--- src/design/terminal_escape_sequence_decoder_core_defines.svh ---
// Assertion macros shared by the decoder RTL.
`ifndef TERMINAL_ESCAPE_SEQUENCE_DECODER_CORE_DEFINES_SVH
`define TERMINAL_ESCAPE_SEQUENCE_DECODER_CORE_DEFINES_SVH

`ifndef SYNTHESIS
// Same-cycle implication, checked on clk_i outside reset.
`define TESD_ASSERT_IMP(lbl, ante, cons) \
  lbl: assert property (@(posedge clk_i) disable iff (!rst_ni) (ante) |-> (cons)) \
    else $error("decoder assertion failed");
// Next-cycle implication, checked on clk_i outside reset.
`define TESD_ASSERT_NEXT(lbl, ante, cons) \
  lbl: assert property (@(posedge clk_i) disable iff (!rst_ni) (ante) |=> (cons)) \
    else $error("decoder assertion failed");
`else
`define TESD_ASSERT_IMP(lbl, ante, cons)
`define TESD_ASSERT_NEXT(lbl, ante, cons)
`endif

`endif

--- src/design/tesd_pkg.sv ---
package tesd_pkg;

  localparam int DEF_PARAM_SLOTS = 10;

  typedef enum logic [5:0] {
    CMD_PRINT   = 6'd1,
    CMD_BELL    = 6'd2,
    CMD_BKSP    = 6'd3,
    CMD_TAB     = 6'd4,
    CMD_CR      = 6'd5,
    CMD_LF      = 6'd6,
    CMD_UP      = 6'd7,
    CMD_DOWN    = 6'd8,
    CMD_FWD     = 6'd9,
    CMD_BACK    = 6'd10,
    CMD_HOME    = 6'd11,
    CMD_REVLF   = 6'd12,
    CMD_GOTO    = 6'd13,
    CMD_EEOS    = 6'd14,
    CMD_EBOS    = 6'd15,
    CMD_CLEAR   = 6'd16,
    CMD_EEOL    = 6'd17,
    CMD_EBOL    = 6'd18,
    CMD_ELINE   = 6'd19,
    CMD_INSL    = 6'd20,
    CMD_DELL    = 6'd21,
    CMD_INSC    = 6'd22,
    CMD_DELC    = 6'd23,
    CMD_MODE    = 6'd24,
    CMD_SCROLL  = 6'd25,
    CMD_SAVE    = 6'd26,
    CMD_RESTORE = 6'd27,
    CMD_REPORT  = 6'd28,
    CMD_RTAB    = 6'd29
  } cmd_e;

  typedef enum logic [2:0] {
    PH_GROUND,
    PH_LEADIN,
    PH_CSI,
    PH_CHARSET,
    PH_V52CMD,
    PH_V52ROW,
    PH_V52COL,
    PH_V52REQ
  } phase_e;

  typedef enum logic [2:0] {
    ST_IDLE,
    ST_DECODE,
    ST_PUSH0,
    ST_PUSH1,
    ST_SCAN,
    ST_FIN
  } seq_e;

  typedef struct packed {
    cmd_e        cmd;
    logic [15:0] arg_a;
    logic [15:0] arg_b;
  } res_t;

  typedef struct packed {
    logic push;
    logic fin;
    res_t res;
  } emit_ctl_t;

  // mode ids
  localparam logic [15:0] MODE_INS    = 16'd0;
  localparam logic [15:0] MODE_GRAPH  = 16'd1;
  localparam logic [15:0] MODE_KEYPAD = 16'd2;
  localparam logic [15:0] MODE_INV    = 16'd3;
  localparam logic [15:0] MODE_NOWRAP = 16'd4;
  localparam logic [15:0] MODE_ORIGIN = 16'd5;
  localparam logic [15:0] MODE_AUTOCR = 16'd6;
  localparam logic [15:0] MODE_AUTOLF = 16'd7;

  // report kinds
  localparam logic [15:0] REP_ATTR    = 16'd1;
  localparam logic [15:0] REP_CPOS    = 16'd2;
  localparam logic [15:0] REP_STATUS  = 16'd3;
  localparam logic [15:0] REP_V52POS  = 16'd4;
  localparam logic [15:0] REP_V52ID   = 16'd5;
  localparam logic [15:0] REP_V52ANS  = 16'd6;

  // flag bits
  localparam int FLAG_AUTOCR = 0;
  localparam int FLAG_AUTOLF = 1;
  localparam int FLAG_ORIGIN = 2;

  localparam logic [7:0]  CAN_BYTE   = 8'h18;
  localparam logic [15:0] ERR_CHAR   = 16'd127;
  localparam logic [15:0] DEF_BOTTOM = 16'd24;

  // register indexes
  localparam logic [2:0] REG_NCOL  = 3'd0;
  localparam logic [2:0] REG_NLIN  = 3'd1;
  localparam logic [2:0] REG_SUPP  = 3'd2;
  localparam logic [2:0] REG_STRIP = 3'd3;
  localparam logic [2:0] REG_PASS  = 3'd4;

  function automatic res_t mk_res(cmd_e cmd, logic [15:0] a, logic [15:0] b);
    res_t r;
    r.cmd   = cmd;
    r.arg_a = a;
    r.arg_b = b;
    return r;
  endfunction

  function automatic res_t mk_mode(logic [15:0] id, logic on);
    return mk_res(CMD_MODE, id, {15'b0, on});
  endfunction

  // clamp a signed position into 0 .. size-1
  function automatic logic [7:0] clamp_pos(logic signed [17:0] v, logic [7:0] size);
    logic signed [17:0] lim;
    logic signed [17:0] r;
    lim = $signed({10'b0, size}) - 18'sd1;
    r = v;
    if (r > lim) r = lim;
    if (r < 18'sd0) r = 18'sd0;
    return r[7:0];
  endfunction

endpackage

--- src/design/tesd_emit.sv ---
module tesd_emit (
  input  logic                clk_i,
  input  logic                rst_ni,
  input  tesd_pkg::emit_ctl_t ctl_i,
  output logic                ready_o,
  output logic                out_valid_o,
  input  logic                out_stall_i,
  output logic [5:0]          command_o,
  output logic [15:0]         arg_a_o,
  output logic [15:0]         arg_b_o,
  output logic                last_o
);
  import tesd_pkg::*;

  // one pending result is held back until we know whether it is the last
  logic pend_v_q, pend_v_d;
  res_t pend_q;
  logic out_v_q, out_v_d;
  res_t out_q;
  logic last_q;
  logic out_free;
  logic move;

  assign out_free = !out_v_q || !out_stall_i;
  assign ready_o  = !pend_v_q || out_free;
  assign move     = pend_v_q && (ctl_i.push || ctl_i.fin);

  always_comb begin
    out_v_d = move ? 1'b1 : (out_v_q && out_stall_i);
    if (ctl_i.push) begin
      pend_v_d = 1'b1;
    end else if (ctl_i.fin) begin
      pend_v_d = 1'b0;
    end else begin
      pend_v_d = pend_v_q;
    end
  end

  always_ff @(posedge clk_i or negedge rst_ni) begin
    if (!rst_ni) begin
      pend_v_q <= 1'b0;
      out_v_q  <= 1'b0;
    end else begin
      pend_v_q <= pend_v_d;
      out_v_q  <= out_v_d;
    end
  end

  always_ff @(posedge clk_i) begin
    if (move) begin
      out_q  <= pend_q;
      last_q <= ctl_i.fin;
    end
    if (ctl_i.push) begin
      pend_q <= ctl_i.res;
    end
  end

  assign out_valid_o = out_v_q;
  assign command_o   = out_q.cmd;
  assign arg_a_o     = out_q.arg_a;
  assign arg_b_o     = out_q.arg_b;
  assign last_o      = last_q;

endmodule

--- src/design/terminal_escape_sequence_decoder_core.sv ---
// Channel   Handshake                Beat
// --------  -----------------------  ------------------------------------
// in        in_valid_i / in_stall_o  in_byte_i
// out       out_valid_o/out_stall_i  command_o arg_a_o arg_b_o last_o
// config    APB psel/penable/pready  paddr pwdata -> prdata
//
// A nonzero byte is accepted and decoded; if it yields results, they are
// pushed and the sequence is closed. CSI h/l/m scan one stored parameter a
// cycle through the shared mode-step unit, unless a result waits on output.
// A zero byte is accepted and dropped.
// rst_ni is asynchronous, active low; no clearing pass is needed.
// Output stalls back up into the result buffer and hold the sequencer.
`include "terminal_escape_sequence_decoder_core_defines.svh"

module terminal_escape_sequence_decoder_core #(
  parameter int PARAM_SLOTS = tesd_pkg::DEF_PARAM_SLOTS
) (
  input  logic        clk_i,
  input  logic        rst_ni,
  input  logic        in_valid_i,
  output logic        in_stall_o,
  input  logic [7:0]  in_byte_i,
  output logic        out_valid_o,
  input  logic        out_stall_i,
  output logic [5:0]  command_o,
  output logic [15:0] arg_a_o,
  output logic [15:0] arg_b_o,
  output logic        last_o,
  input  logic        psel,
  input  logic        penable,
  input  logic        pwrite,
  input  logic [4:0]  paddr,
  input  logic [31:0] pwdata,
  output logic [31:0] prdata,
  output logic        pready
);
  import tesd_pkg::*;

  localparam int PIW = $clog2(PARAM_SLOTS);

  // configuration
  logic [7:0] ncol_q, nlin_q;
  logic       supp_q, strip_q, pass_q;

  // sequencer
  seq_e st_q, st_d;
  logic [7:0] byte_q;
  logic [1:0] rn_q;
  res_t r0_q, r1_q;
  logic [7:0] fin_q;
  logic on_q;
  logic [PIW-1:0] scan_i_q, n_q;

  // parser state
  phase_e phase_q, phase_d;
  logic [PIW-1:0] pidx_q, pidx_d;
  logic [7:0]  p0_q, p0_d;
  logic [15:0] p1_q, p1_d, p2_q, p2_d, cur_q, cur_d;
  logic        emul_q, emul_d;
  logic [2:0]  flags_q, flags_d;
  logic [7:0]  stop_q, stop_d;
  logic [7:0]  prow_q, prow_d;

  // parameter store; slot 0 lives in p0_q
  logic [15:0] pstore_q [PARAM_SLOTS];
  logic [PARAM_SLOTS-1:0] pval_q;

  // decode results
  logic        pw_en, pclr, scan_go;
  logic [PIW-1:0] pw_idx;
  logic [15:0] pw_val;
  logic [1:0]  rn;
  res_t        r0, r1;

  // scan step
  logic [15:0] sp;
  logic        hit, step_ok;
  res_t        sres;
  logic        s_emul;
  logic [2:0]  s_flags;

  emit_ctl_t ectl;
  logic      emit_rdy;

  logic cfg_wr;
  assign cfg_wr = psel && penable && pwrite && pready;
  assign pready = 1'b1;

  always_comb begin
    case (paddr[4:2])
      REG_NCOL:  prdata = {24'b0, ncol_q};
      REG_NLIN:  prdata = {24'b0, nlin_q};
      REG_SUPP:  prdata = {31'b0, supp_q};
      REG_STRIP: prdata = {31'b0, strip_q};
      REG_PASS:  prdata = {31'b0, pass_q};
      default:   prdata = '0;
    endcase
  end

  // Decode one byte against the current phase.
  always_comb begin
    logic [7:0]     c;
    logic [PIW-1:0] base;
    logic [PIW:0]   ni;
    logic [15:0]    nv, top, bot;
    logic           errc;
    logic signed [17:0] rowv, colv;
    logic [7:0]     crd;

    c = byte_q;
    phase_d = phase_q;
    pidx_d  = pidx_q;
    p0_d    = p0_q;
    p1_d    = p1_q;
    p2_d    = p2_q;
    cur_d   = cur_q;
    emul_d  = emul_q;
    stop_d  = stop_q;
    prow_d  = prow_q;
    pw_en   = 1'b0;
    pw_idx  = pidx_q;
    pw_val  = '0;
    pclr    = 1'b0;
    scan_go = 1'b0;
    rn      = 2'd0;
    r0      = mk_res(CMD_PRINT, 16'd0, 16'd0);
    r1      = r0;
    errc    = 1'b0;
    base    = (pidx_q == '0) ? PIW'(1) : pidx_q;
    ni      = {1'b0, base} + (PIW+1)'(1);
    nv      = '0;
    top     = 16'd1;
    bot     = DEF_BOTTOM;
    rowv    = '0;
    colv    = '0;
    crd     = (c < 8'd32) ? 8'd0 : (c - 8'd32);

    case (phase_q)
      PH_GROUND: begin
        if (c inside {[8'h20:8'h7E]}) begin
          r0 = mk_res(CMD_PRINT, {8'b0, c}, 16'd0); rn = 2'd1;
        end else if (c == 8'd7) begin
          r0 = mk_res(CMD_BELL, 16'd0, 16'd0); rn = 2'd1;
        end else if (c == 8'd8) begin
          r0 = mk_res(CMD_BKSP, 16'd0, 16'd0); rn = 2'd1;
        end else if (c == 8'd9) begin
          r0 = mk_res(CMD_TAB, 16'd0, 16'd0); rn = 2'd1;
        end else if (c inside {8'd10, 8'd11, 8'd12}) begin
          if (flags_q[FLAG_AUTOCR]) begin
            r0 = mk_res(CMD_CR, 16'd0, 16'd0);
            r1 = mk_res(CMD_LF, 16'd0, 16'd0); rn = 2'd2;
          end else begin
            r0 = mk_res(CMD_LF, 16'd0, 16'd0); rn = 2'd1;
          end
        end else if (c == 8'd13) begin
          if (flags_q[FLAG_AUTOLF]) begin
            r0 = mk_res(CMD_LF, 16'd0, 16'd0);
            r1 = mk_res(CMD_CR, 16'd0, 16'd0); rn = 2'd2;
          end else begin
            r0 = mk_res(CMD_CR, 16'd0, 16'd0); rn = 2'd1;
          end
        end else if (c inside {8'd14, 8'd15}) begin
          if (!emul_q) begin
            r0 = mk_mode(MODE_GRAPH, c == 8'd14); rn = 2'd1;
          end else if (pass_q) begin
            r0 = mk_res(CMD_PRINT, {8'b0, c}, 16'd0); rn = 2'd1;
          end
        end else if (c == 8'd27) begin
          phase_d = emul_q ? PH_V52CMD : PH_LEADIN;
        end else if (pass_q) begin
          r0 = mk_res(CMD_PRINT, {8'b0, c}, 16'd0); rn = 2'd1;
        end
      end
      PH_LEADIN: begin
        phase_d = PH_GROUND;
        case (c)
          CAN_BYTE: ;
          "(", ")": begin
            phase_d = PH_CHARSET; pidx_d = PIW'(1); p0_d = c;
          end
          "[": begin
            phase_d = PH_CSI; pidx_d = '0; pclr = 1'b1;
            p0_d = '0; p1_d = '0; p2_d = '0; cur_d = '0;
          end
          "7": begin r0 = mk_res(CMD_SAVE, 16'd0, 16'd0); rn = 2'd1; end
          "8": begin r0 = mk_res(CMD_RESTORE, 16'd0, 16'd0); rn = 2'd1; end
          "=": begin r0 = mk_mode(MODE_KEYPAD, 1'b1); rn = 2'd1; end
          ">": begin r0 = mk_mode(MODE_KEYPAD, 1'b0); rn = 2'd1; end
          "D": begin r0 = mk_res(CMD_DOWN, 16'd1, 16'd0); rn = 2'd1; end
          "M": begin r0 = mk_res(CMD_REVLF, 16'd0, 16'd0); rn = 2'd1; end
          "E": begin r0 = mk_res(CMD_LF, 16'd0, 16'd0); rn = 2'd1; end
          default: errc = 1'b1;
        endcase
      end
      PH_CSI: begin
        if (c == ";") begin
          if (ni >= (PIW+1)'(PARAM_SLOTS)) begin
            errc = 1'b1; phase_d = PH_GROUND;
          end else begin
            pidx_d = ni[PIW-1:0];
            pw_en = 1'b1; pw_idx = ni[PIW-1:0]; pw_val = '0; cur_d = '0;
            if (ni == (PIW+1)'(2)) p2_d = '0;
          end
        end else if (c == CAN_BYTE) begin
          phase_d = PH_GROUND;
        end else if (c inside {"?", ">"}) begin
          if (pidx_q == '0 && p0_q == '0) begin
            p0_d = c; pidx_d = PIW'(1); cur_d = '0;
          end else begin
            errc = 1'b1;
          end
        end else if (c inside {["0":"9"]}) begin
          // times ten as shift and add, wraps at 16 bits
          nv = (pidx_q == '0) ? {12'b0, c[3:0]} :
               ((cur_q << 3) + (cur_q << 1) + {12'b0, c[3:0]});
          pidx_d = base; pw_en = 1'b1; pw_idx = base; pw_val = nv; cur_d = nv;
          if ({1'b0, base} == (PIW+1)'(1)) p1_d = nv;
          if ({1'b0, base} == (PIW+1)'(2)) p2_d = nv;
        end else begin
          phase_d = PH_GROUND;
          case (c)
            "H", "f": begin
              if (pidx_q != '0) begin
                colv = ({1'b0, pidx_q} > (PIW+1)'(1)) ?
                       ($signed({2'b0, p2_q}) - 18'sd1) : 18'sd0;
                rowv = $signed({2'b0, p1_q}) - 18'sd1 +
                       (flags_q[FLAG_ORIGIN] ? $signed({10'b0, stop_q}) : 18'sd0);
                r0 = mk_res(CMD_GOTO, {8'b0, clamp_pos(rowv, nlin_q)},
                            {8'b0, clamp_pos(colv, ncol_q)});
              end else begin
                r0 = mk_res(CMD_HOME, 16'd0, 16'd0);
              end
              rn = 2'd1;
            end
            "J": begin
              if (p1_q == 16'd2)      r0 = mk_res(CMD_CLEAR, 16'd0, 16'd0);
              else if (p1_q == 16'd1) r0 = mk_res(CMD_EBOS, 16'd0, 16'd0);
              else                    r0 = mk_res(CMD_EEOS, 16'd0, 16'd0);
              rn = 2'd1;
            end
            "K": begin
              if (p1_q == 16'd2)      r0 = mk_res(CMD_ELINE, 16'd0, 16'd0);
              else if (p1_q == 16'd1) r0 = mk_res(CMD_EBOL, 16'd0, 16'd0);
              else                    r0 = mk_res(CMD_EEOL, 16'd0, 16'd0);
              rn = 2'd1;
            end
            "L": begin r0 = mk_res(CMD_INSL, (p1_q > 16'd1) ? p1_q : 16'd1, 16'd0); rn = 2'd1; end
            "M": begin r0 = mk_res(CMD_DELL, (p1_q > 16'd1) ? p1_q : 16'd1, 16'd0); rn = 2'd1; end
            "A": begin r0 = mk_res(CMD_UP, (p1_q > 16'd1) ? p1_q : 16'd1, 16'd0); rn = 2'd1; end
            "B": begin r0 = mk_res(CMD_DOWN, (p1_q > 16'd1) ? p1_q : 16'd1, 16'd0); rn = 2'd1; end
            "C": begin r0 = mk_res(CMD_FWD, (p1_q > 16'd1) ? p1_q : 16'd1, 16'd0); rn = 2'd1; end
            "D": begin r0 = mk_res(CMD_BACK, (p1_q > 16'd1) ? p1_q : 16'd1, 16'd0); rn = 2'd1; end
            "P": begin r0 = mk_res(CMD_DELC, (p1_q != '0) ? p1_q : 16'd1, 16'd0); rn = 2'd1; end
            "@": begin r0 = mk_res(CMD_INSC, (p1_q != '0) ? p1_q : 16'd1, 16'd0); rn = 2'd1; end
            "c": begin
              if (p0_q != "?") begin
                r0 = mk_res(CMD_REPORT, REP_ATTR, 16'd0); rn = 2'd1;
              end
            end
            "h", "l": scan_go = (pidx_q != '0);
            "m": begin
              if (pidx_q != '0) begin
                scan_go = 1'b1;
              end else begin
                r0 = mk_mode(MODE_INV, 1'b0); rn = 2'd1;
              end
            end
            "n": begin
              if (p1_q == 16'd6) begin
                r0 = mk_res(CMD_REPORT, REP_CPOS, 16'd0); rn = 2'd1;
              end else if (p1_q == 16'd5) begin
                r0 = mk_res(CMD_REPORT, REP_STATUS, 16'd0); rn = 2'd1;
              end else begin
                errc = 1'b1;
              end
            end
            "r": begin
              if ({1'b0, pidx_q} >= (PIW+1)'(2) && p2_q != '0) begin
                top = p1_q; bot = p2_q;
              end
              stop_d = (top == '0) ? 8'd0 :
                       ((top > 16'd256) ? 8'hFF : 8'(top - 16'd1));
              r0 = mk_res(CMD_SCROLL, top, bot);
              r1 = mk_res(CMD_HOME, 16'd0, 16'd0);
              rn = 2'd2;
            end
            "s": begin r0 = mk_res(CMD_SAVE, 16'd0, 16'd0); rn = 2'd1; end
            "u": begin r0 = mk_res(CMD_RESTORE, 16'd0, 16'd0); rn = 2'd1; end
            default: errc = 1'b1;
          endcase
        end
      end
      PH_CHARSET: begin
        phase_d = PH_GROUND;
        if (p0_q == "(") begin
          if (c == "B") begin
            r0 = mk_mode(MODE_GRAPH, 1'b0); rn = 2'd1;
          end else if (c == "0") begin
            r0 = mk_mode(MODE_GRAPH, 1'b1); rn = 2'd1;
          end
        end
      end
      PH_V52CMD: begin
        phase_d = PH_GROUND;
        rn = 2'd1;
        case (c)
          "Y": begin phase_d = PH_V52ROW; rn = 2'd0; end
          "i": begin phase_d = PH_V52REQ; rn = 2'd0; end
          "<": begin emul_d = 1'b0; rn = 2'd0; end
          "A": r0 = mk_res(CMD_UP, 16'd1, 16'd0);
          "B": r0 = mk_res(CMD_DOWN, 16'd1, 16'd0);
          "C": r0 = mk_res(CMD_FWD, 16'd1, 16'd0);
          "D": r0 = mk_res(CMD_BKSP, 16'd0, 16'd0);
          "H": r0 = mk_res(CMD_HOME, 16'd0, 16'd0);
          "I": r0 = mk_res(CMD_REVLF, 16'd0, 16'd0);
          "j": r0 = mk_res(CMD_SAVE, 16'd0, 16'd0);
          "k": r0 = mk_res(CMD_RESTORE, 16'd0, 16'd0);
          "n": r0 = mk_res(CMD_REPORT, REP_V52POS, 16'd0);
          "-": r0 = mk_res(CMD_RTAB, 16'd0, 16'd0);
          "E": r0 = mk_res(CMD_CLEAR, 16'd1, 16'd0);
          "b": r0 = mk_res(CMD_EBOS, 16'd0, 16'd0);
          "J": r0 = mk_res(CMD_EEOS, 16'd0, 16'd0);
          "l": begin
            r0 = mk_res(CMD_CLEAR, 16'd0, 16'd0);
            r1 = mk_res(CMD_EBOL, 16'd0, 16'd0);
            rn = 2'd2;
          end
          "o": r0 = mk_res(CMD_EBOL, 16'd0, 16'd0);
          "K": r0 = mk_res(CMD_EEOL, 16'd0, 16'd0);
          "L": r0 = mk_res(CMD_INSL, 16'd1, 16'd0);
          "M": r0 = mk_res(CMD_DELL, 16'd1, 16'd0);
          "N": r0 = mk_res(CMD_DELC, 16'd1, 16'd0);
          "@": r0 = mk_mode(MODE_INS, 1'b1);
          "O": r0 = mk_mode(MODE_INS, 1'b0);
          "=": r0 = mk_mode(MODE_KEYPAD, 1'b1);
          ">": r0 = mk_mode(MODE_KEYPAD, 1'b0);
          "p": r0 = mk_mode(MODE_INV, 1'b1);
          "q": r0 = mk_mode(MODE_INV, 1'b0);
          "v": r0 = mk_mode(MODE_NOWRAP, 1'b0);
          "w": r0 = mk_mode(MODE_NOWRAP, 1'b1);
          "Z": r0 = mk_res(CMD_REPORT, REP_V52ID, 16'd0);
          default: rn = 2'd0;
        endcase
      end
      PH_V52ROW: begin
        prow_d  = clamp_pos($signed({10'b0, crd}), nlin_q);
        phase_d = PH_V52COL;
      end
      PH_V52COL: begin
        phase_d = PH_GROUND;
        r0 = mk_res(CMD_GOTO, {8'b0, prow_q},
                    {8'b0, clamp_pos($signed({10'b0, crd}), ncol_q)});
        rn = 2'd1;
      end
      PH_V52REQ: begin
        phase_d = PH_GROUND;
        if (c == "0") begin
          r0 = mk_res(CMD_REPORT, REP_V52ANS, 16'd0); rn = 2'd1;
        end
      end
      default: phase_d = PH_GROUND;
    endcase

    if (errc && !supp_q) begin
      r0 = mk_res(CMD_PRINT, ERR_CHAR, 16'd0);
      rn = 2'd1;
    end
  end

  // Mode-step unit: one stored parameter per cycle, unless a hit waits on the emitter.
  always_comb begin
    sp      = pval_q[scan_i_q] ? pstore_q[scan_i_q] : 16'd0;
    hit     = 1'b0;
    sres    = mk_mode(MODE_INV, 1'b0);
    s_emul  = emul_q;
    s_flags = flags_q;
    if (fin_q == "m") begin
      if (sp == 16'd7) begin
        hit = 1'b1; sres = mk_mode(MODE_INV, 1'b1);
      end else if (sp == 16'd0) begin
        hit = 1'b1; sres = mk_mode(MODE_INV, 1'b0);
      end
    end else begin
      case (p0_q)
        8'h00: begin
          if (sp == 16'd4) begin
            hit = 1'b1; sres = mk_mode(MODE_INS, on_q);
          end
        end
        "?": begin
          if (sp == 16'd2) begin
            s_emul = 1'b1;
          end else if (sp == 16'd6) begin
            hit = 1'b1; sres = mk_mode(MODE_ORIGIN, on_q);
            s_flags[FLAG_ORIGIN] = on_q;
          end else if (sp == 16'd7) begin
            hit = 1'b1; sres = mk_mode(MODE_NOWRAP, !on_q);
          end else if (sp == 16'd20) begin
            hit = 1'b1; sres = mk_mode(MODE_AUTOCR, on_q);
            s_flags[FLAG_AUTOCR] = on_q;
          end
        end
        ">": begin
          if (sp == 16'd8) begin
            hit = 1'b1; sres = mk_mode(MODE_AUTOLF, on_q);
            s_flags[FLAG_AUTOLF] = on_q;
          end else if (sp == 16'd9) begin
            hit = 1'b1; sres = mk_mode(MODE_AUTOCR, on_q);
            s_flags[FLAG_AUTOCR] = on_q;
          end
        end
        default: ;
      endcase
    end
    step_ok = !hit || emit_rdy;
  end

  // Flag updates come from the mode-step unit only; emulation updates also come from decode.
  always_comb begin
    flags_d = flags_q;
    if (st_q == ST_SCAN && step_ok) begin
      flags_d = s_flags;
    end
  end

  // Next state.
  always_comb begin
    st_d = st_q;
    case (st_q)
      ST_IDLE: begin
        if (in_valid_i && in_byte_i != 8'h00) st_d = ST_DECODE;
      end
      ST_DECODE: begin
        if (scan_go)          st_d = ST_SCAN;
        else if (rn != 2'd0)  st_d = ST_PUSH0;
        else                  st_d = ST_IDLE;
      end
      ST_PUSH0: begin
        if (emit_rdy) st_d = (rn_q == 2'd2) ? ST_PUSH1 : ST_FIN;
      end
      ST_PUSH1: begin
        if (emit_rdy) st_d = ST_FIN;
      end
      ST_SCAN: begin
        if (step_ok && scan_i_q == n_q) st_d = ST_FIN;
      end
      ST_FIN: begin
        if (emit_rdy) st_d = ST_IDLE;
      end
      default: st_d = ST_IDLE;
    endcase
  end

  // Sequencer outputs.
  always_comb begin
    in_stall_o = (st_q != ST_IDLE);
    ectl.push  = 1'b0;
    ectl.fin   = 1'b0;
    ectl.res   = r0_q;
    case (st_q)
      ST_PUSH0: ectl.push = emit_rdy;
      ST_PUSH1: begin
        ectl.push = emit_rdy;
        ectl.res  = r1_q;
      end
      ST_SCAN: begin
        ectl.push = hit && emit_rdy;
        ectl.res  = sres;
      end
      ST_FIN:  ectl.fin = emit_rdy;
      default: ;
    endcase
  end

  always_ff @(posedge clk_i or negedge rst_ni) begin
    if (!rst_ni) begin
      st_q     <= ST_IDLE;
      phase_q  <= PH_GROUND;
      pidx_q   <= '0;
      p0_q     <= '0;
      p1_q     <= '0;
      p2_q     <= '0;
      cur_q    <= '0;
      emul_q   <= 1'b0;
      flags_q  <= '0;
      stop_q   <= '0;
      prow_q   <= '0;
      pval_q   <= '0;
      rn_q     <= '0;
      scan_i_q <= '0;
      n_q      <= '0;
      ncol_q   <= 8'd80;
      nlin_q   <= 8'd24;
      supp_q   <= 1'b0;
      strip_q  <= 1'b0;
      pass_q   <= 1'b0;
    end else begin
      st_q    <= st_d;
      flags_q <= flags_d;
      if (cfg_wr) begin
        case (paddr[4:2])
          REG_NCOL:  ncol_q  <= pwdata[7:0];
          REG_NLIN:  nlin_q  <= pwdata[7:0];
          REG_SUPP:  supp_q  <= pwdata[0];
          REG_STRIP: strip_q <= pwdata[0];
          REG_PASS:  pass_q  <= pwdata[0];
          default: ;
        endcase
      end
      if (st_q == ST_DECODE) begin
        phase_q <= phase_d;
        pidx_q  <= pidx_d;
        p0_q    <= p0_d;
        p1_q    <= p1_d;
        p2_q    <= p2_d;
        cur_q   <= cur_d;
        emul_q  <= emul_d;
        stop_q  <= stop_d;
        prow_q  <= prow_d;
        rn_q    <= rn;
        n_q     <= pidx_q;
        scan_i_q <= PIW'(1);
        if (pclr) begin
          pval_q <= '0;
        end else if (pw_en) begin
          pval_q[pw_idx] <= 1'b1;
        end
      end else if (st_q == ST_SCAN && step_ok) begin
        emul_q   <= s_emul;
        scan_i_q <= scan_i_q + PIW'(1);
      end
    end
  end

  always_ff @(posedge clk_i) begin
    if (st_q == ST_IDLE && in_valid_i) begin
      byte_q <= strip_q ? {1'b0, in_byte_i[6:0]} : in_byte_i;
    end
    if (st_q == ST_DECODE) begin
      r0_q  <= r0;
      r1_q  <= r1;
      fin_q <= byte_q;
      on_q  <= (byte_q == "h");
      if (pw_en) pstore_q[pw_idx] <= pw_val;
    end
  end

  tesd_emit u_emit (
    .clk_i       (clk_i),
    .rst_ni      (rst_ni),
    .ctl_i       (ectl),
    .ready_o     (emit_rdy),
    .out_valid_o (out_valid_o),
    .out_stall_i (out_stall_i),
    .command_o   (command_o),
    .arg_a_o     (arg_a_o),
    .arg_b_o     (arg_b_o),
    .last_o      (last_o)
  );

  // An accepted nonzero byte always occupies the sequencer next cycle.
  `TESD_ASSERT_NEXT(a_accept_busy, in_valid_i && !in_stall_o && (in_byte_i != 8'h00), in_stall_o)
  // The scan walks slots 1 .. n only.
  `TESD_ASSERT_IMP(a_scan_range, st_q == ST_SCAN, (scan_i_q != '0) && (scan_i_q <= n_q))
  // An open CSI never holds an index past the last slot.
  `TESD_ASSERT_IMP(a_pidx_range, phase_q == PH_CSI, ({1'b0, pidx_q} < (PIW+1)'(PARAM_SLOTS)))

endmodule
--- config.mk ---
export PLATFORM = sky130hd
export DESIGN_NAME = terminal_escape_sequence_decoder_core
export DESIGN_NICKNAME = d
export VERILOG_FILES = /design/src/design/tesd_pkg.sv /design/src/design/tesd_emit.sv /design/src/design/terminal_escape_sequence_decoder_core.sv
export VERILOG_INCLUDE_DIRS = /design/src /design/src/design
export SDC_FILE = /design/constraint.sdc
export NUM_CORES = 1
export LEC_CHECK = 0
export BUFFER_PORTS_ARGS = -buffer_cell sky130_fd_sc_hd__buf_4
export CAP_MARGIN = 20
export CORE_MARGIN = 3
export CORE_UTILIZATION = 25
export DETAILED_ROUTE_END_ITERATION = 10
export PLACE_DENSITY = 0.39
export SLEW_MARGIN = 20
export SYNTH_ARGS = -nofsm -noshare
export SYNTH_HDL_FRONTEND = slang
export SYNTH_SLANG_ARGS = --single-unit
--- constraint.sdc ---
create_clock -name clk_i -period 4.7 [get_ports clk_i]
set_clock_uncertainty 0.15 [all_clocks]
set_input_delay 0.94 -clock clk_i [delete_from_list [all_inputs] [get_ports clk_i]]
set_output_delay 0.94 -clock clk_i [all_outputs]
set_load 0.005 [all_outputs]
==> flow_summary.ini, run 1 <==
[floorplan]
boundaryPins = 126
floorplan.initialDensity_pct = 25.4
die-width_um = 310
rows = 110
die-height_um = 310
design.die.area_um2 = 96100
floorplan.core_area_um2 = 90800

[worst_setup_path]
cp.arrival_ns = 4.96
worstPathRequired_ns = 4.99
worst_setup_path_start_kind = flop
setup_cp_type = reg2reg
endpoint_kind = flop
r2r_cells = 22
critical_path_peak_fanout = 8

[clocking]
clk-insertion-delay-late_ns = 0.62
cts_tree = built
tritoncts.num_buffers = 51
clock-root-buffer = sky130_fd_sc_hd__clkbuf_16
clkSinkCount = 420
clock_transition_at_the_register_clock_pins_on_the_worst_setup_and_hold_paths_after_cts_ns = 0.06
cts_buffer_depth = 3
h-tree-depth = 2
post_cts_hold_buffer_count = 0

[grt]
largest_net_degree_at_the_start_of_global_routing = 68
gr-usage-all-layers_pct = 17.0
grt_overflow_total = 0
grt_pass1_wl_mm = 123
first_global_vias = 18127
antenna_found_initial = 4

[logic_synthesis]
yosysUniqueCellTypes = 96
yosys.cell_count.top_type = sky130_fd_sc_hd__edfxtp_1
synth_warnings = 0
dominantRegCellSynth = sky130_fd_sc_hd__edfxtp_1
synth_seq_cells = 420
synth_area_leaders = sky130_fd_sc_hd__edfxtp_1 38%, sky130_fd_sc_hd__dfrtp_1 13%, sky130_fd_sc_hd__ha_1 5.3%
synthesis.area_per_instance_um2 = 10.7
synth_seq_area_share_pct = 51.9
library_cell_occupying_the_most_area_in_the_post_synthesis_netlist = sky130_fd_sc_hd__edfxtp_1
yosysTopAreaCellShare_pct = 38.2
mappedNetlistArea_um2 = 23100
number_of_enable_type_register_cells_in_the_synthesized_netlist = 294
synthCells = 2156
async_flop_share_pct = 30.0
post_synth_most_frequent_cells = 294 x sky130_fd_sc_hd__edfxtp_1, 225 x sky130_fd_sc_hd__nand2_1, 171 x sky130_fd_sc_hd__nor2_1, 122 x sky130_fd_sc_hd__dfrtp_1, 112 x sky130_fd_sc_hd__o21ai_0

[sta]
finalWorstSetupSlack_ns = 0.0234
maxClockFrequency_mhz = 214
worst-slew-pin-transition_ns = 1.03
timing.hold.ws_ns = 0.208
min_period_over_period_pct = 99.5
finalSetupViolCount = 0
final_max_slew_viol_count = 0
maxSlewHeadroom_pct = 30.9
number_of_endpoints_with_negative_hold_slack_in_the_final_report = 0
fin_crit_ns = 4.68
grt_setup_unrepaired = yes

[route]
detail_route.iter0.violations = 1562
finalWirelength_mm = 82.5
num_vias = 18344
route.antenna.remaining_nets = 0
routed_via_density = 5.11
drc = 0
dr.pass1.iters = 7
avgRoutedWirePerCell_um = 23.0

[job]
drv.max_cap_violation_count = 0

[placement]
place.detailed.instances = 3488
globalplace.congestion = 0.875
detailed_place_hpwl_mm = 62.9
port_buffers = 73
placement.setup.worst_slack_ns = -0.181

[cells_and_area]
num-nets-final = 2525
finalCoreUtilization_pct = 30.8
multiInputGateArea_um2 = 10600
area_growth_syn_to_layout_pct = 20.9
final_layout_size_suffix_gt1_share_pct = 18.9
area.sequential_um2 = 12000
final-instance-count-excl-fill = 3591
num-fill-cells = 9362

[worst_hold_path]
holdCritPathClass = in2async

[power]
worst_ir_drop_vdd_mv = 0.249
power_per_cell_area_nw_per_um2 = 479
cellLeakagePower_nw = 11.0

[outcome]
outcome = completed
## per-layer routing
layer	track usage [%]	routed length, µm	up-vias
met5	0	0	-
met4	4.81	2210	0
met3	2.03	3730	125
met2	26.9	37200	550
met1	24.5	39400	9159
li1	-	-	8510
## cell type report
class	count	share of cell area [%]
timing repair buffer	260	7.24
inverter	60	0.806
clock inverter	30	0.900
multi-input combinational	1579	38.1
tap	1176	5.26
sequential	420	42.9
clock buffer	64	4.78
antenna	2	0.0179
## where the power goes
group | internal, W | switching [W]
combinational | 0.00185 | 0.00294
sequential | 0.00450 | 0.000356
clock | 0.00213 | 0.00160
## state kept, by name, indices dropped and copies added, names as in the netlist, 8 cells and up
register / cells
pstore_q: 160
fin_q: 8
u_emit.arg_b_o: 16
u_emit.pend_q: 37
cur_q: 15
byte_q: 8
p2_q: 16
prow_q: 8
ncol_q: 8
nlin_q: 8
u_emit.arg_a_o: 16
pval_q: 10
p0_q: 8
stop_q: 8
r0_q: 37
p1_q: 16
## cells by family (layout without fill, tap and decap cells)
family / count (synthesis) / in the layout / synth area share, %
simple gates: 815 / 815 / 17.9
other cells: 2 / 44 / 0.0325
mux: 71 / 71 / 3.98
fa+ha+maj: 101 / 101 / 5.56
buf+inv: 197 / 414 / 3.79
flops: 420 / 420 / 51.9
xor+xnor: 62 / 62 / 2.35
compound gates: 488 / 488 / 14.6
## per-stage QoR
stage                     power [W]  setup TNS [ns]  area, µm²
after global routing         0.0142           -1.31      27900
final                        0.0134               0      27900
after global placement      0.00948           -1.05      26100
after CTS                    0.0134               0      27700
after floorplan             0.00768               0      23300
after detailed placement    0.00952           -1.16      26100
## critical path, stage by stage, from the launching register on
cell and delay [ns]:
sky130_fd_sc_hd__dfrtp_1 0.40, sky130_fd_sc_hd__inv_2 0.09, sky130_fd_sc_hd__ha_4 0.16, sky130_fd_sc_hd__buf_6 0.11
sky130_fd_sc_hd__nand2_2 0.04, sky130_fd_sc_hd__xnor2_1 0.20, sky130_fd_sc_hd__ha_1 0.29, sky130_fd_sc_hd__o21a_1 0.20
sky130_fd_sc_hd__a21o_1 0.18, sky130_fd_sc_hd__a31oi_1 0.14, sky130_fd_sc_hd__buf_4 0.16, sky130_fd_sc_hd__nor2_2 0.04
sky130_fd_sc_hd__o32ai_2 0.27, sky130_fd_sc_hd__xor2_1 0.20, sky130_fd_sc_hd__ha_1 0.28, sky130_fd_sc_hd__a21oi_2 0.16
sky130_fd_sc_hd__o21ai_2 0.08, sky130_fd_sc_hd__a221oi_2 0.30, sky130_fd_sc_hd__o2111a_1 0.28, sky130_fd_sc_hd__buf_6 0.11
sky130_fd_sc_hd__a211oi_2 0.06, sky130_fd_sc_hd__a211o_2 0.37, sky130_fd_sc_hd__o211ai_1 0.22
## worst paths after layout
check / from / endpoint / slack, ns
hold reg to reg: u_emit.pend_q[3] / u_emit.arg_b_o[3] / 0.26
setup reg to reg: p1_q[1] / r0_q[17] / 0.02
min in group clk_i: u_emit.pend_q[3] / u_emit.arg_b_o[3] / 0.26
hold / removal: rst_ni / nlin_q[5] / 0.21
max in group asynchronous: rst_ni / phase_q[1] / 3.30
setup / recovery: p1_q[1] / r0_q[17] / 0.02
## layout by cell type (no fill, tap or decap), types with 51 or more instances in the layout
cell type,count
sky130_fd_sc_hd__and3_1,51
sky130_fd_sc_hd__ha_1,94
sky130_fd_sc_hd__nor2_1,164
sky130_fd_sc_hd__clkbuf_16,51
sky130_fd_sc_hd__a21oi_1,71
sky130_fd_sc_hd__inv_1,55
sky130_fd_sc_hd__dfrtp_1,120
sky130_fd_sc_hd__edfxtp_1,294
sky130_fd_sc_hd__o21ai_0,100
sky130_fd_sc_hd__nand3_1,72
sky130_fd_sc_hd__nand2_1,223
sky130_fd_sc_hd__buf_4,250
## repair_timing
action | in CTS | in global routing
setup buffers | 1 | 7
pin swaps | 7 | 25
endpoints found under the setup margin | 8 | 16
resized for setup | 14 | 45
Note: power is estimated with default switching activity, not from simulation.
==> run 2, diff against run 1 <==
PLACE_DENSITY = 0.37   (was 0.39)
clock period = 5.6 ns   (was 4.7 ns; I/O delays follow)
==> run 2 against run 1 <==
Net effect:
- routed wire length about the same
- global-route usage hardly changed
- sequential cell count unchanged
- critical path type unchanged
- combinational power down 24%
- sequential share of layout area rose by 1.1 points
- maximum frequency down 9.9%
- first-iteration DRC count rose by 0.26%
- critical path depth shrank 4
==> flow_summary.ini, run 2 (same netlist as run 1, synthesis figures left out) <==
[clocking]
clkSinkCount = 420
cts_tree = built
cts_buffer_depth = 3
clock-root-buffer = sky130_fd_sc_hd__clkbuf_16
clock_transition_at_the_register_clock_pins_on_the_worst_setup_and_hold_paths_after_cts_ns = 0.06
tritoncts.num_buffers = 51
h-tree-depth = 2
clk-insertion-delay-late_ns = 0.62
post_cts_hold_buffer_count = 0

[sta]
fin_crit_ns = 5.19
setup_total_negative_slack_ns = 0
finalSetupViolCount = 0
finalWorstSetupSlack_ns = 0.409
final_max_slew_viol_count = 0
maxClockFrequency_mhz = 193
min_period_over_period_pct = 92.7
number_of_endpoints_with_negative_hold_slack_in_the_final_report = 0
grt_setup_unrepaired = no
worst-slew-pin-transition_ns = 1.10
maxSlewHeadroom_pct = 25.8

[worst_setup_path]
endpoint_kind = flop
worstPathCellList = o31ai_1 -> nand2_1 -> ha_1 -> o21ai_0 -> a21boi_0 -> o21ai_0 -> a21oi_1 -> nor2_1 -> or2_2 -> a31oi_1 -> xnor2_1 -> ha_1 -> and4_1 -> a221oi_1 -> o2111a_1 -> a21o_2 -> a211o_1 -> o21ai_0
critical_path_peak_fanout = 9
cp_common_cell = sky130_fd_sc_hd__o21ai_0
setup_cp_type = reg2reg
cp.arrival_ns = 5.38
worst_path_largest_cell_delay_ns = 0.54
timing.critical_path.max_delay_family = compound AO/OA/AOI/OAI gates
critical_path.slowest_cell = sky130_fd_sc_hd__dfrtp_1
worstPathRequired_ns = 5.79
worst_setup_path_start_kind = flop
path_buf_inv = 0

[route]
num_vias = 17985
met3_routed_wl_mm = 3.90
route.antenna.remaining_nets = 0
highest-signal-layer = met4
route.met2.wl_mm = 38.0
finalWirelength_mm = 82.5
drc = 0
avgRoutedWirePerCell_um = 23.6
detail_route.iter0.violations = 1566
routed_via_density = 5.14
dr.pass1.iters = 5
detail_route.wirelength.met1_mm = 38.9

[floorplan]
rows = 110
design.die.area_um2 = 96100
floorplan.initialDensity_pct = 25.4
die-height_um = 310
boundaryPins = 126
floorplan.core_area_um2 = 90800
die-width_um = 310

[outcome]
outcome = completed

[grt]
antenna_found_initial = 5
first_global_vias = 17587
grt_pass1_wl_mm = 122
gr-usage-all-layers_pct = 17.0
largest_net_degree_at_the_start_of_global_routing = 63
grt_overflow_total = 0

[cells_and_area]
area_growth_syn_to_layout_pct = 17.9
biggestRegsByFlops = pstore_q (160), r0_q (37), u_emit.pend_q (37)
final_cell_mix = 294 x sky130_fd_sc_hd__edfxtp_1, 225 x sky130_fd_sc_hd__nand2_1, 170 x sky130_fd_sc_hd__nor2_1, 167 x sky130_fd_sc_hd__buf_4, 121 x sky130_fd_sc_hd__dfrtp_1
final_layout_size_suffix_gt1_share_pct = 14.5
antenna-diode-count = 0
largest_register_ffs = 160
mostFrequentLayoutCell = sky130_fd_sc_hd__edfxtp_1
num-nets-final = 2436
regMostFlops = pstore_q

[placement]
globalplace.congestion = 0.846
placement.setup.worst_slack_ns = 0.296
port_buffers = 73
detailed_place_hpwl_mm = 62.0

[power]
power_per_cell_area_nw_per_um2 = 415
worst_ir_drop_vdd_mv = 0.237
cellLeakagePower_nw = 10.6

[job]
drv.max_cap_violation_count = 0

[worst_hold_path]
holdCritPathClass = reg2reg
[run 2: per-layer routing]
metal  GRT usage (%)  vias to the layer above
li1                -                     8334
met1            24.4                     8995
met2            27.3                      560
met3            2.09                       96
met4            4.03                        0
met5               0                        -
[run 2: per-stage QoR]
stage,power [W],std cells,util (%),hold slack [ns],instance area (µm²)
finish,0.0113,3500,30.0,0.250,27300
floorplan,0.00643,2196,-,0.250,23300
detailed placement,0.00780,3405,28.0,0.255,25400
global route,0.0120,3500,30.0,0.268,27300
global placement,0.00779,3405,28.0,0.254,25400
CTS,0.0114,3499,30.0,0.257,27200
[run 2: path summary, 6_finish.rpt]
path / depth (start not counted) / end / slack (ns) / start
worst min register to register: 0 / u_emit.arg_b_o[4] / 0.25 / u_emit.pend_q[4]
worst max register to register: 18 / r0_q[23] / 0.41 / p1_q[2]
worst max-delay path: 18 / r0_q[23] / 0.41 / p1_q[2]
worst min-delay path: 0 / u_emit.arg_b_o[4] / 0.25 / u_emit.pend_q[4]
min in group asynchronous: 1 / ncol_q[0] / 0.37 / rst_ni
max in group asynchronous: 2 / scan_i_q[0] / 3.87 / rst_ni
[run 2: what timing repair did]
item                       CTS  global route
setup endpoints to repair    0             8
setup buffers                0             0
resized for setup            0             3
hold endpoints to repair     0             0
[run 2: power by group]
part / leakage [nW] / switching, W / total [W] / internal, W
logic: 5.26 / 0.00235 / 0.00366 / 0.00131
clock network: 0.886 / 0.00140 / 0.00356 / 0.00216
registers: 4.47 / 0.000322 / 0.00409 / 0.00377
total: 10.6 / 0.00407 / 0.0113 / 0.00724
[run 2: cell type report]
| class | count | area, µm² |
|---|---|---|
| Fill cell | 9343 | 63600 |
| Sequential cell | 420 | 12000 |
| Multi-Input combinational cell | 1579 | 10400 |
| Tap cell | 1176 | 1470 |
| Clock buffer | 65 | 1370 |
| Timing Repair Buffer | 171 | 1320 |
| Clock inverter | 29 | 445 |
| Inverter | 60 | 225 |
[run 2: worst register-to-register path, delay by kind of cell, from the launching register on]
| kind | cells | cell delay [ns] |
|---|---|---|
| compound gates | 11 | 2.76 |
| xor+xnor | 1 | 0.15 |
| flops | 1 | 0.54 |
| simple gates | 4 | 0.75 |
| fa+ha+maj | 2 | 0.60 |
==> run 3, diff against run 2 <==
CORE_UTILIZATION = 30   (was 25)
PLACE_DENSITY = 0.43   (was 0.37)
==> run 3 against run 2 <==
Net effect:
- register-to-register slack about the same
- routed wire length decreased by 4.7%
- first-iteration DRC count decreased by 11%
- maximum frequency increased by 0.17%
- global-route usage increased by 2.1 points
- critical path depth increased by 2
- highest routed layer is now met5
- sequential cell count unchanged
- sequential power about the same
- hold slack improved by 0.016 ns
- non-clock buffer count decreased by 5
- die area decreased by 16%
- combinational power about the same
==> flow_summary.ini, run 3 (same netlist as run 1, synthesis figures left out) <==
[outcome]
outcome = completed

[sta]
worst-slew-pin-transition_ns = 1.12
finalSetupViolCount = 0
fin_crit_ns = 5.18
min_period_over_period_pct = 92.5
maxClockFrequency_mhz = 193
finalWorstSetupSlack_ns = 0.418
final_max_slew_viol_count = 0
setup_total_negative_slack_ns = 0
number_of_endpoints_with_negative_hold_slack_in_the_final_report = 0
grt_setup_unrepaired = no
maxSlewHeadroom_pct = 24.9

[clocking]
clock_transition_at_the_register_clock_pins_on_the_worst_setup_and_hold_paths_after_cts_ns = 0.06
cts_buffer_depth = 3
clk-insertion-delay-late_ns = 0.61
clock-root-buffer = sky130_fd_sc_hd__clkbuf_16
clkSinkCount = 420
post_cts.repair.setup_buffers = 0
tritoncts.num_buffers = 49
cts_tree = built
h-tree-depth = 2

[cells_and_area]
area_growth_syn_to_layout_pct = 16.4
num-nets-final = 2429
final_cell_mix = 294 x sky130_fd_sc_hd__edfxtp_1, 225 x sky130_fd_sc_hd__nand2_1, 171 x sky130_fd_sc_hd__nor2_1, 165 x sky130_fd_sc_hd__buf_4, 121 x sky130_fd_sc_hd__dfrtp_1
regMostFlops = pstore_q
antenna-diode-count = 0
biggestRegsByFlops = pstore_q (160), r0_q (37), u_emit.pend_q (37)
stdcell_area_um2 = 26900
largest_register_ffs = 160
mostFrequentLayoutCell = sky130_fd_sc_hd__edfxtp_1
final_layout_size_suffix_gt1_share_pct = 14.2

[worst_hold_path]
whs_endpoint = u_emit.arg_a_o[12]
min_path_cells = 0
holdCritPathClass = reg2reg
hold_start = u_emit.pend_q[28]

[grt]
largest_net_degree_at_the_start_of_global_routing = 92
antenna_found_initial = 10
grt_overflow_total = 0
grt_pass1_wl_mm = 117
gr-usage-all-layers_pct = 19.1
first_global_vias = 17636

[worst_setup_path]
crit-reg2reg-launch = flags_q[2]
r2r_cells = 20
critical_path.reg2reg.endpoint = r0_q[19]
worst_setup_path_start_kind = flop
endpoint_kind = flop
cp.arrival_ns = 5.36
setup_cp_type = reg2reg
reg2reg_slack_ns = 0.42
worstPathRequired_ns = 5.78
critical_path_peak_fanout = 9

[placement]
globalplace.congestion = 0.906
placement.setup.worst_slack_ns = 0.260
port_buffers = 73
detailed_place_hpwl_mm = 59.1
post_dp_cell_area_um2 = 25200

[floorplan]
rows = 101
die-width_um = 284
floorplan.initialDensity_pct = 30.4
design.die.area_um2 = 80400
die-height_um = 284
boundaryPins = 126
floorplan.core_area_um2 = 76100

[job]
drv.max_cap_violation_count = 0

[power]
worst_ir_drop_vdd_mv = 0.252
power_per_cell_area_nw_per_um2 = 412
cellLeakagePower_nw = 10.5
p_total_w = 0.0111

[route]
finalWirelength_mm = 78.6
drc = 0
detail_route.iter0.violations = 1392
num_vias = 17827
avgRoutedWirePerCell_um = 23.5
dr.pass1.iters = 7
routed_via_density = 5.33
route.antenna.remaining_nets = 0
[run 3: cell types whose count changed in the layout (fill, tap and decap cells not counted), sizes merged]
cell,previous run,this run
clkbuf,65,61
clkinvlp,0,1
buf,171,166
bufinv,9,7
clkinv,20,21
[run 3: worst max path at each step]
stage	cells past startpoint	from	to	slack, ns
after global routing	18	p1_q[2]	r0_q[19]	0.06
after detailed placement	20	flags_q[2]	r0_q[19]	0.26
final	20	flags_q[2]	r0_q[19]	0.42
after global placement	18	p1_q[5]	r0_q[19]	0.36
after floorplan	20	p1_q[4]	r0_q[17]	0.56
after CTS	20	flags_q[2]	r0_q[19]	0.28
[run 3: what timing repair did]
item / 4_1_cts / 5_1_grt
resized for setup: 0 / 2
hold buffers: 0 / 0
hold endpoints to repair: 0 / 0
endpoints found under the setup margin: 0 / 8
[run 3: cell type report]
cell class | count | area [µm²]
clock buffer | 61 | 1320
clock inverter | 29 | 390
fill | 7648 | 49200
inverter | 60 | 225
multi-input combinational | 1579 | 10400
sequential | 420 | 12000
tap | 1030 | 1290
timing repair buffer | 166 | 1250
[run 3: worst max-delay path: stages (launching register included)]
cell	delay (ns)
sky130_fd_sc_hd__dfrtp_1	0.54
sky130_fd_sc_hd__and2_1	0.18
sky130_fd_sc_hd__ha_1	0.16
sky130_fd_sc_hd__inv_1	0.06
sky130_fd_sc_hd__fa_1	0.40
sky130_fd_sc_hd__nor2b_1	0.13
sky130_fd_sc_hd__o21ai_0	0.10
sky130_fd_sc_hd__a21boi_0	0.25
sky130_fd_sc_hd__o21ai_0	0.15
sky130_fd_sc_hd__a21oi_1	0.22
sky130_fd_sc_hd__nor2_1	0.12
sky130_fd_sc_hd__or2_2	0.28
sky130_fd_sc_hd__a31oi_1	0.21
sky130_fd_sc_hd__xnor2_1	0.16
sky130_fd_sc_hd__ha_1	0.26
sky130_fd_sc_hd__and4_1	0.21
sky130_fd_sc_hd__a221oi_1	0.27
sky130_fd_sc_hd__o2111a_1	0.32
sky130_fd_sc_hd__a21o_2	0.30
sky130_fd_sc_hd__a211o_1	0.31
sky130_fd_sc_hd__o21ai_0	0.15
[run 3: metrics by stage]
stage                     utilization (%)  std cells  hold WS, ns
after global placement               33.1       3255        0.254
after detailed placement             33.1       3255        0.255
final                                35.4       3345        0.267
after floorplan                         -       2196        0.250
after global routing                 35.4       3345        0.270
after CTS                            35.3       3345        0.269
[run 3: layer usage]
metal	vias to the layer above	part of all wire (%)	GRT usage [%]
met4	6	3.2	6.33
li1	8335	-	-
met5	-	0.047	0
met3	123	5.8	3.37
met2	541	45	30.1
met1	8822	46	26.7
[run 3: power breakdown]
part | switching (W) | internal [W] | leakage, nW | total, W
logic | 0.00232 | 0.00131 | 5.23 | 0.00363
clock network | 0.00135 | 0.00202 | 0.838 | 0.00336
registers | 0.000315 | 0.00377 | 4.47 | 0.00409
